$ cat config.mk
export PLATFORM = sky130hd
export DESIGN_NAME = wildcard_byte_pattern_scan_core
export DESIGN_NICKNAME = d
export VERILOG_FILES = /design/src/rtl/wbps_pkg.sv /design/src/rtl/wbps_cfg.sv /design/src/rtl/wbps_window.sv /design/src/rtl/wildcard_byte_pattern_scan_core.sv
export VERILOG_INCLUDE_DIRS = /design/src /design/src/rtl
export SDC_FILE = /design/constraint.sdc
export NUM_CORES = 2
export LEC_CHECK = 0
export ABC_CLOCK_PERIOD_IN_PS = 10800
export BUFFER_PORTS_ARGS = -buffer_cell sky130_fd_sc_hd__buf_4
export CORE_UTILIZATION = 59
export CTS_BUF_LIST = sky130_fd_sc_hd__clkbuf_4
export CTS_CLUSTER_SIZE = 40
export DETAILED_ROUTE_END_ITERATION = 6
export MAX_ROUTING_LAYER = met4
export PLACE_DENSITY = 0.8
export SETUP_SLACK_MARGIN = 0.15
export SYNTH_ARGS = -nofsm -noshare
export SYNTH_HDL_FRONTEND = slang
export SYNTH_SLANG_ARGS = --single-unit
$ cat constraint.sdc
create_clock -name clock -period 10.8 [get_ports clock]
set_input_delay 0 -clock clock [delete_from_list [all_inputs] [get_ports clock]]
set_output_delay 0 -clock clock [all_outputs]
set_load 0.1 [all_outputs]
$ cat src/rtl/assert_macros.svh
// Assertion helpers used by the scan core
`ifndef ASSERT_MACROS_SVH
`define ASSERT_MACROS_SVH

// Same-cycle implication, disabled in reset
`define ASSERT_IMPL(lbl, clk, rst, ante, cons) \
   lbl: assert property (@(posedge clk) disable iff (rst) (ante) |-> (cons)) \
      else $error("assertion failed");

// Next-cycle implication, disabled in reset
`define ASSERT_NEXT(lbl, clk, rst, ante, cons) \
   lbl: assert property (@(posedge clk) disable iff (rst) (ante) |=> (cons)) \
      else $error("assertion failed");

`endif

$ cat src/rtl/wbps_pkg.sv
package wbps_pkg;

   // Signature storage limits
   localparam int PATTERN_MAX = 32;
   localparam int CFG_LIMIT   = 32;
   localparam int LEN_LIMIT   = (PATTERN_MAX < CFG_LIMIT) ? PATTERN_MAX : CFG_LIMIT;
   localparam int WIN         = LEN_LIMIT;
   localparam int HIST_DEPTH  = (WIN > 1) ? WIN - 1 : 1;
   localparam int PAT_WORDS   = CFG_LIMIT / 8;
   localparam int POS_W       = $clog2(CFG_LIMIT);
   localparam int LEN_W       = 6;

   // Field widths
   localparam int BYTE_W  = 8;
   localparam int CNT_W   = 32;
   localparam int ADDR_W  = 64;
   localparam int CSR_W   = 64;
   localparam int CSR_IDX_W = 3;

   localparam logic [CNT_W-1:0] CNT_MAX = '1;

   // Register indexes
   typedef enum logic [CSR_IDX_W-1:0] {
      CSR_PAT0 = 3'd0,
      CSR_PAT1 = 3'd1,
      CSR_PAT2 = 3'd2,
      CSR_PAT3 = 3'd3,
      CSR_MASK = 3'd4,
      CSR_LEN  = 3'd5,
      CSR_BASE = 3'd6
   } csr_idx_type;

   // Signature aligned to the window: slot 0 is the newest byte
   typedef struct packed {
      logic [WIN-1:0][BYTE_W-1:0] exp_bytes;
      logic [WIN-1:0]             care;
      logic                       len_ok;
      logic [LEN_W-1:0]           len;
   } align_type;

endpackage

$ cat src/rtl/wbps_cfg.sv
module wbps_cfg (
   input  logic                                clock,
   input  logic                                reset,
   input  logic                                csr_we,
   input  logic [wbps_pkg::CSR_IDX_W-1:0]      csr_index,
   input  logic [wbps_pkg::CSR_W-1:0]          csr_wdata,
   output wbps_pkg::align_type                 align,
   output logic [wbps_pkg::ADDR_W-1:0]         region_base
);

   logic [wbps_pkg::PAT_WORDS-1:0][63:0] pat_ff, pat_in;
   logic [wbps_pkg::CFG_LIMIT-1:0]       mask_ff, mask_in;
   logic [wbps_pkg::LEN_W-1:0]           len_ff, len_in;
   logic [wbps_pkg::ADDR_W-1:0]          base_ff, base_in;
   wbps_pkg::align_type                  align_ff, align_in;

   logic [wbps_pkg::CFG_LIMIT-1:0][wbps_pkg::BYTE_W-1:0] sig_bytes;

   assign sig_bytes = pat_ff;

   // Register writes
   always_comb begin
      pat_in  = pat_ff;
      mask_in = mask_ff;
      len_in  = len_ff;
      base_in = base_ff;
      if (csr_we) begin
         case (wbps_pkg::csr_idx_type'(csr_index))
            wbps_pkg::CSR_PAT0: pat_in[0] = csr_wdata;
            wbps_pkg::CSR_PAT1: pat_in[1] = csr_wdata;
            wbps_pkg::CSR_PAT2: pat_in[2] = csr_wdata;
            wbps_pkg::CSR_PAT3: pat_in[3] = csr_wdata;
            wbps_pkg::CSR_MASK: mask_in = csr_wdata[wbps_pkg::CFG_LIMIT-1:0];
            wbps_pkg::CSR_LEN:  len_in = csr_wdata[wbps_pkg::LEN_W-1:0];
            wbps_pkg::CSR_BASE: base_in = csr_wdata;
            default: ;
         endcase
      end
   end

   // Window slot j holds the byte that signature position len-1-j is checked against
   always_comb begin
      logic [wbps_pkg::LEN_W-1:0] idx;
      align_in.len    = len_ff;
      align_in.len_ok = (len_ff != '0) &&
                        (len_ff <= wbps_pkg::LEN_W'(wbps_pkg::LEN_LIMIT));
      for (int j = 0; j < wbps_pkg::WIN; j++) begin
         idx = len_ff - wbps_pkg::LEN_W'(1) - wbps_pkg::LEN_W'(j);
         align_in.exp_bytes[j] = sig_bytes[idx[wbps_pkg::POS_W-1:0]];
         align_in.care[j]      = (len_ff > wbps_pkg::LEN_W'(j)) &&
                                 !mask_ff[idx[wbps_pkg::POS_W-1:0]];
      end
   end

   always_ff @(posedge clock) begin
      if (reset) begin
         pat_ff   <= '0;
         mask_ff  <= '0;
         len_ff   <= '0;
         base_ff  <= '0;
         align_ff <= '0;
      end else begin
         pat_ff   <= pat_in;
         mask_ff  <= mask_in;
         len_ff   <= len_in;
         base_ff  <= base_in;
         align_ff <= align_in;
      end
   end

   assign align       = align_ff;
   assign region_base = base_ff;

endmodule

$ cat src/rtl/wbps_window.sv
module wbps_window (
   input  logic                          clock,
   input  logic                          shift_en,
   input  logic [wbps_pkg::BYTE_W-1:0]   cur_byte,
   input  wbps_pkg::align_type           align,
   output logic                          window_hit
);

   logic [wbps_pkg::HIST_DEPTH-1:0][wbps_pkg::BYTE_W-1:0] hist_ff, hist_in;
   logic [wbps_pkg::WIN-1:0] slot_eq;

   // Byte history, newest in slot 0
   always_comb begin
      hist_in = hist_ff;
      if (shift_en) begin
         hist_in[0] = cur_byte;
         for (int k = 1; k < wbps_pkg::HIST_DEPTH; k++) begin
            hist_in[k] = hist_ff[k-1];
         end
      end
   end

   always_ff @(posedge clock) begin
      hist_ff <= hist_in;
   end

   // Compare every slot at once; wildcard and unused slots pass
   always_comb begin
      slot_eq[0] = (cur_byte == align.exp_bytes[0]);
      for (int j = 1; j < wbps_pkg::WIN; j++) begin
         slot_eq[j] = (hist_ff[j-1] == align.exp_bytes[j]);
      end
   end

   assign window_hit = &(~align.care | slot_eq);

endmodule

$ cat src/rtl/wildcard_byte_pattern_scan_core.sv
// A transaction accepted into the input register moves to the output register and shows on rsp_*.
// Throughput: one byte per cycle unless rsp_tready stalls; a byte enters, is compared
// against the whole signature in one step and lands in the output register.
// Reset (synchronous, active high) clears the configuration registers, the byte count, the found
// flag and both pipeline valid bits; byte history is not cleared.
module wildcard_byte_pattern_scan_core (
   input  logic                                clock,
   input  logic                                reset,
   input  logic                                req_tvalid,
   output logic                                req_tready,
   input  logic [7:0]                          req_tdata,   // [7:0] data_byte
   input  logic                                req_tuser,   // [0] region_start
   output logic                                rsp_tvalid,
   input  logic                                rsp_tready,
   output logic [63:0]                         rsp_tdata,   // [63:0] match_address
   output logic                                rsp_tuser,   // [0] match
   input  logic                                csr_we,
   input  logic [wbps_pkg::CSR_IDX_W-1:0]      csr_index,
   input  logic [wbps_pkg::CSR_W-1:0]          csr_wdata
);

`include "assert_macros.svh"

   wbps_pkg::align_type              align;
   logic [wbps_pkg::ADDR_W-1:0]      region_base;
   logic                             window_hit;

   logic                             s1_valid_ff, s1_valid_in;
   logic [wbps_pkg::BYTE_W-1:0]      s1_data_ff, s1_data_in;
   logic                             s1_start_ff, s1_start_in;
   logic [wbps_pkg::CNT_W-1:0]       count_ff, count_in;
   logic                             found_ff, found_in;
   logic                             out_valid_ff, out_valid_in;
   logic                             out_match_ff, out_match_in;
   logic [wbps_pkg::ADDR_W-1:0]      out_addr_ff, out_addr_in;

   logic                             advance;
   logic                             req_take;
   logic [wbps_pkg::CNT_W-1:0]       cnt_base, cnt_new, cnt_off;
   logic                             found_base;
   logic                             hit;

   wbps_cfg u_cfg (
      .clock       (clock),
      .reset       (reset),
      .csr_we      (csr_we),
      .csr_index   (csr_index),
      .csr_wdata   (csr_wdata),
      .align       (align),
      .region_base (region_base)
   );

   wbps_window u_window (
      .clock      (clock),
      .shift_en   (advance),
      .cur_byte   (s1_data_ff),
      .align      (align),
      .window_hit (window_hit)
   );

   // Handshake: stage 1 moves on when the output register is free or draining
   assign advance    = s1_valid_ff && (!out_valid_ff || rsp_tready);
   assign req_tready = !s1_valid_ff || advance;
   assign req_take   = req_tvalid && req_tready;

   // Input register
   always_comb begin
      s1_valid_in = req_take || (s1_valid_ff && !advance);
      s1_data_in  = req_take ? req_tdata : s1_data_ff;
      s1_start_in = req_take ? req_tuser : s1_start_ff;
   end

   // Count and found flag as seen by the byte in stage 1
   always_comb begin
      cnt_base   = s1_start_ff ? '0 : count_ff;
      found_base = s1_start_ff ? 1'b0 : found_ff;
      cnt_new    = (cnt_base == wbps_pkg::CNT_MAX) ? cnt_base
                                                   : cnt_base + wbps_pkg::CNT_W'(1);
      hit        = !found_base && align.len_ok && window_hit &&
                   (cnt_new >= wbps_pkg::CNT_W'(align.len));
      cnt_off    = cnt_new - wbps_pkg::CNT_W'(align.len);
   end

   // State update and output register
   always_comb begin
      count_in     = count_ff;
      found_in     = found_ff;
      out_match_in = out_match_ff;
      out_addr_in  = out_addr_ff;
      out_valid_in = out_valid_ff && !rsp_tready;
      if (advance) begin
         count_in     = cnt_new;
         found_in     = found_base || hit;
         out_valid_in = 1'b1;
         out_match_in = hit;
         out_addr_in  = hit ? region_base + wbps_pkg::ADDR_W'(cnt_off) : '0;
      end
   end

   always_ff @(posedge clock) begin
      if (reset) begin
         s1_valid_ff  <= 1'b0;
         count_ff     <= '0;
         found_ff     <= 1'b0;
         out_valid_ff <= 1'b0;
      end else begin
         s1_valid_ff  <= s1_valid_in;
         count_ff     <= count_in;
         found_ff     <= found_in;
         out_valid_ff <= out_valid_in;
      end
   end

   always_ff @(posedge clock) begin
      s1_data_ff   <= s1_data_in;
      s1_start_ff  <= s1_start_in;
      out_match_ff <= out_match_in;
      out_addr_ff  <= out_addr_in;
   end

   assign rsp_tvalid = out_valid_ff;
   assign rsp_tdata  = out_addr_ff;
   assign rsp_tuser  = out_match_ff;

   // Checks
   `ASSERT_IMPL(a_no_match_zero_addr, clock, reset,
                out_valid_ff && !out_match_ff, out_addr_ff == '0)
   `ASSERT_NEXT(a_single_match, clock, reset,
                advance && found_ff && !s1_start_ff, !out_match_ff)
   `ASSERT_IMPL(a_full_pipe_stalls, clock, reset,
                s1_valid_ff && out_valid_ff && !rsp_tready, !req_tready)
   `ASSERT_NEXT(a_count_monotonic, clock, reset,
                advance && !s1_start_ff, count_ff >= $past(count_ff))

endmodule

==> impl_metrics.env <==
export IMPL_number_of_antenna_violations_at_the_first_check_in_global_routing=23
export IMPL_ys_seq_elements=1010
export IMPL_finalSetupTns_ns=0
export IMPL_yosys_top_cells_area="sky130_fd_sc_hd__dfxtp_1 25%, sky130_fd_sc_hd__edfxtp_1 18%, sky130_fd_sc_hd__mux4_2 12%, sky130_fd_sc_hd__mux2i_1 12%, sky130_fd_sc_hd__nand2_1 7.2%"
export IMPL_fmaxAchievable_mhz=121.1
export IMPL_total_of_endpoints_with_negative_setup_slack_in_the_final_report=0
export IMPL_detailroute_via_count=46550
export IMPL_layout_drive_gt1_share_pct=19.11
export IMPL_post_synth_top_area_cell="sky130_fd_sc_hd__dfxtp_1"
export IMPL_drt_pass1_iter_count=7
export IMPL_ant_nets=0
export IMPL_grt_remaining_overflow=0
export IMPL_powerDensity_nw_per_um2=146.0
export IMPL_cts_buffers_inserted=287
export IMPL_grtUsageTotal_pct=45.81
export IMPL_dieArea_sq_um=93670
export IMPL_die_x_um=306.1
export IMPL_comb_power_share_pct=15.6
export IMPL_post_synthesis_net_count=5482
export IMPL_synth_compound_area_share_pct=7.735
export IMPL_synth_most_common_cell="sky130_fd_sc_hd__nand2_1"
export IMPL_synth_seq_area_share_pct=42.98
export IMPL_p_leak_nw=22.19
export IMPL_final_min_period_over_clock_period_pct=76.46
export IMPL_post_route_drc_count=1
export IMPL_tritoncts="done"
export IMPL_power_internal_mw=6.334
export IMPL_grt_first_pass_wirelength_um=297700
export IMPL_place_ws_ns=2.745
export IMPL_port_buffers=147
export IMPL_totalPowerFinal_mw=9.063
export IMPL_timing_worst_slew_pin_value_ns=1.270
export IMPL_fp_coreArea_sq_um=91660
export IMPL_synth_warnings=0
export IMPL_hp_class="input port to register"
export IMPL_critical_path_arrival_ns=9.21
export IMPL_async_reset_ff_share_pct=0
export IMPL_cp_max_fo=50
export IMPL_pwr_share_clk_pct=38.6
export IMPL_power_sequential_fraction_pct=45.7
export IMPL_outcome="complete, but fails checks"
export IMPL_worst_setup_path_start_kind="register"
export IMPL_timing_hold_ws_ns=0.03785
export IMPL_cts_path_max_buffers=4
export IMPL_cts_htree_levels=5
export IMPL_synth_enable_flop_cells=322
export IMPL_post_synth_mux_area_share_pct=25.04
export IMPL_viasPerCell=6.553
export IMPL_first_global_vias=43070
export IMPL_violated_checks="DRC"
export IMPL_synth_common_cells="1040 x sky130_fd_sc_hd__nand2_1, 688 x sky130_fd_sc_hd__dfxtp_1, 642 x sky130_fd_sc_hd__mux2i_1, 524 x sky130_fd_sc_hd__a21oi_1, 335 x sky130_fd_sc_hd__nor2_1"
export IMPL_nets=5831
export IMPL_timing_worst_setup_path_type="register to register"
export IMPL_max_cap_violations=0
export IMPL_clk_transition_reported_paths_ns=0.10
export IMPL_post_synth_instance_area_sq_um=54550
export IMPL_synth_distinct_cells=85
export IMPL_setup_bufs_post_cts=0
export IMPL_std_cell_rows=111
export IMPL_maxSlewViolCount=0
export IMPL_switching_share_pct=30.11
export IMPL_worst_setup_margin_ns=2.542
export IMPL_area_growth_pct=13.80
export IMPL_fin_worst_skew_ns=0.08070
export IMPL_maximum_number_of_pins_on_one_net_before_global_route_repair=214
export IMPL_clk_root_buffer_cell="sky130_fd_sc_hd__clkbuf_4"
export IMPL_gpl_final_weighted_congestion=1.069
export IMPL_final_min_clock_period_ns=8.258
export IMPL_switching_power_mw=2.729
export IMPL_synth_top_flop_cell="sky130_fd_sc_hd__dfxtp_1"
export IMPL_die_h_um=306.1
export IMPL_syn_mean_instance_area_sq_um=10.20
export IMPL_cp_capture_type="register"
export IMPL_synth_xor_area_share_pct=6.164
export IMPL_share_of_synthesized_cell_area_in_and_or_nand_and_nor_gates_pct=14.03
export IMPL_initial_core_util_pct=59.51
export IMPL_detail_route_wl_per_cell_um=29.70
export IMPL_post_synth_fa_ha_maj_area_fraction_pct=1.289
export IMPL_detailedPlacementHpwl_um=152900
export IMPL_tritoncts_num_sinks=1010
export IMPL_vdd_ir_drop_max_mv=0.1060
export IMPL_drtIter0Drc=6695
export IMPL_final_hold_viol_count=0
export IMPL_top_level_ports=148
export IMPL_syn_instance_count=5346
export IMPL_detail_route_wirelength_um=211000
export IMPL_clk_insertion_delay_late_ns=1.27
export IMPL_grt_setup_unrepaired="false"
export IMPL_timing_max_slew_rel_slack_pct=14.45
export IMPL_worstPathRequired_ns=11.75
export IMPL_synthDominantCellAreaShare_pct=25.25
export IMPL_dominant_combinational_cell_family_by_area_after_synthesis="multiplexers"
-- critical path, cell delays in order, from the launching register on --
cell                        delay (ns)
sky130_fd_sc_hd__edfxtp_1         0.36
sky130_fd_sc_hd__buf_4            0.28
sky130_fd_sc_hd__nand2b_1         0.25
sky130_fd_sc_hd__nor3_2           0.64
sky130_fd_sc_hd__and3_1           0.31
sky130_fd_sc_hd__nand2_1          0.18
sky130_fd_sc_hd__and4_1           0.28
sky130_fd_sc_hd__xnor2_1          0.12
sky130_fd_sc_hd__nor2_1           0.17
sky130_fd_sc_hd__ha_1             0.31
sky130_fd_sc_hd__o211ai_1         0.14
sky130_fd_sc_hd__a31oi_1          0.16
sky130_fd_sc_hd__a211oi_1         0.55
sky130_fd_sc_hd__nand4bb_1        0.38
sky130_fd_sc_hd__nor4_1           0.89
sky130_fd_sc_hd__nand3_1          0.18
sky130_fd_sc_hd__xor2_1           0.21
sky130_fd_sc_hd__ha_1             0.40
sky130_fd_sc_hd__a21oi_1          0.17
sky130_fd_sc_hd__o21bai_1         0.08
sky130_fd_sc_hd__a21o_1           0.22
sky130_fd_sc_hd__a311oi_1         0.25
sky130_fd_sc_hd__o21ai_0          0.16
sky130_fd_sc_hd__a2bb2oi_2        0.75
sky130_fd_sc_hd__or4_1            0.25
sky130_fd_sc_hd__xor2_1           0.19
sky130_fd_sc_hd__nor2_2           0.05
-- placed cells by master (no fill, tap or decap), types with 15 or more instances in the layout --
master	instances
sky130_fd_sc_hd__clkinv_1	49
sky130_fd_sc_hd__nor4_1	16
sky130_fd_sc_hd__clkbuf_4	422
sky130_fd_sc_hd__nor2_1	331
sky130_fd_sc_hd__nand2_1	1038
sky130_fd_sc_hd__nand3_1	34
sky130_fd_sc_hd__xor2_1	55
sky130_fd_sc_hd__inv_1	31
sky130_fd_sc_hd__a211oi_1	24
sky130_fd_sc_hd__a21oi_1	524
sky130_fd_sc_hd__nor3_1	29
sky130_fd_sc_hd__nand4_1	99
sky130_fd_sc_hd__ha_1	50
sky130_fd_sc_hd__nor2b_1	32
sky130_fd_sc_hd__diode_2	25
sky130_fd_sc_hd__mux2i_1	642
sky130_fd_sc_hd__dfxtp_1	686
sky130_fd_sc_hd__xnor2_1	306
sky130_fd_sc_hd__mux2_2	49
sky130_fd_sc_hd__mux4_2	296
sky130_fd_sc_hd__and3_1	25
sky130_fd_sc_hd__nand2b_1	23
sky130_fd_sc_hd__a21o_1	25
sky130_fd_sc_hd__dlygate4sd3_1	190
sky130_fd_sc_hd__and2_1	15
sky130_fd_sc_hd__nor2_2	56
sky130_fd_sc_hd__buf_4	212
sky130_fd_sc_hd__xnor2_2	22
sky130_fd_sc_hd__o21ai_0	102
sky130_fd_sc_hd__edfxtp_1	322
-- metal layers --
layer / track usage, % / up-vias / part of all wire (%)
met4: 31.07 / 0 / 7.9
met1: 57.14 / 22580 / 37
li1: - / 20040 / -
met3: 10.68 / 655 / 12
met2: 66.31 / 3278 / 43
met5: - / - / 0
-- area by class of cell --
class / count / area (sq um)
Timing Repair Buffer: 409 / 3636
Inverter: 36 / 142.6
Clock inverter: 65 / 279.0
Tap cell: 1186 / 1484
Multi-Input combinational cell: 3951 / 29850
Antenna cell: 25 / 62.56
Sequential cell: 1010 / 23450
Clock buffer: 422 / 3168
Fill cell: 7018 / 29590
-- logic make-up after synthesis --
family,after synthesis
compound gates,759
xor+xnor,383
fa+ha+maj,55
buf+inv,385
flops,1010
mux,988
simple gates,1766
-- timing repair --
action	CTS	global route
hold buffers	191	0
endpoints found under the hold margin	557	0
gates resized for setup	0	0
-- through the flow --
stage	area, sq um	util [%]	instances
2_1_floorplan	54550	-	5346
3_3_place_gp	56630	61.79	6401
3_5_place_dp	56630	61.79	6401
4_1_cts	62010	67.65	7079
5_1_grt	62060	67.71	7100
6_report	62070	67.72	7104
-- worst paths after layout --
kind,start,to,slack (ns),cells past startpoint
setup / recovery,s1_start_ff$_DFFE_PP_,rsp_tdata[56]$_SDFFCE_PN0P_,2.54,26
hold / removal,req_tdata[1],s1_data_ff[1]$_DFFE_PP_,0.04,3
setup reg to reg,s1_start_ff$_DFFE_PP_,rsp_tdata[56]$_SDFFCE_PN0P_,2.54,26
hold reg to reg,u_window.hist_ff[52]$_DFFE_PP_,u_window.hist_ff[60]$_DFFE_PP_,0.45,0
-- registers in the layout (all words and copies together), names as in the netlist --
| register | count |
|---|---|
| u_cfg.mask_ff | 32 |
| rsp_tdata | 64 |
| u_cfg.pat_ff | 256 |
| u_cfg.align | 295 |
| s1_data_ff | 8 |
| rsp_tvalid | 1 |
| u_window.hist_ff | 248 |
| count_ff | 32 |
| s1_valid_ff | 1 |
| s1_start_ff | 1 |
| u_cfg.region_base | 64 |
| u_cfg.len_ff | 6 |
| rsp_tuser | 1 |
| found_ff | 1 |
-- power groups by stage --
stage / registers [mW] / logic [mW] / clock network (mW)
floorplan: 4.25 / 0.813 / 0
global placement: 4.22 / 1.29 / 0
detailed placement: 4.22 / 1.30 / 0
CTS: 4.14 / 1.37 / 3.50
global route: 4.15 / 1.45 / 3.71
finish: 4.15 / 1.42 / 3.50
(Power assumes the default switching activity.)
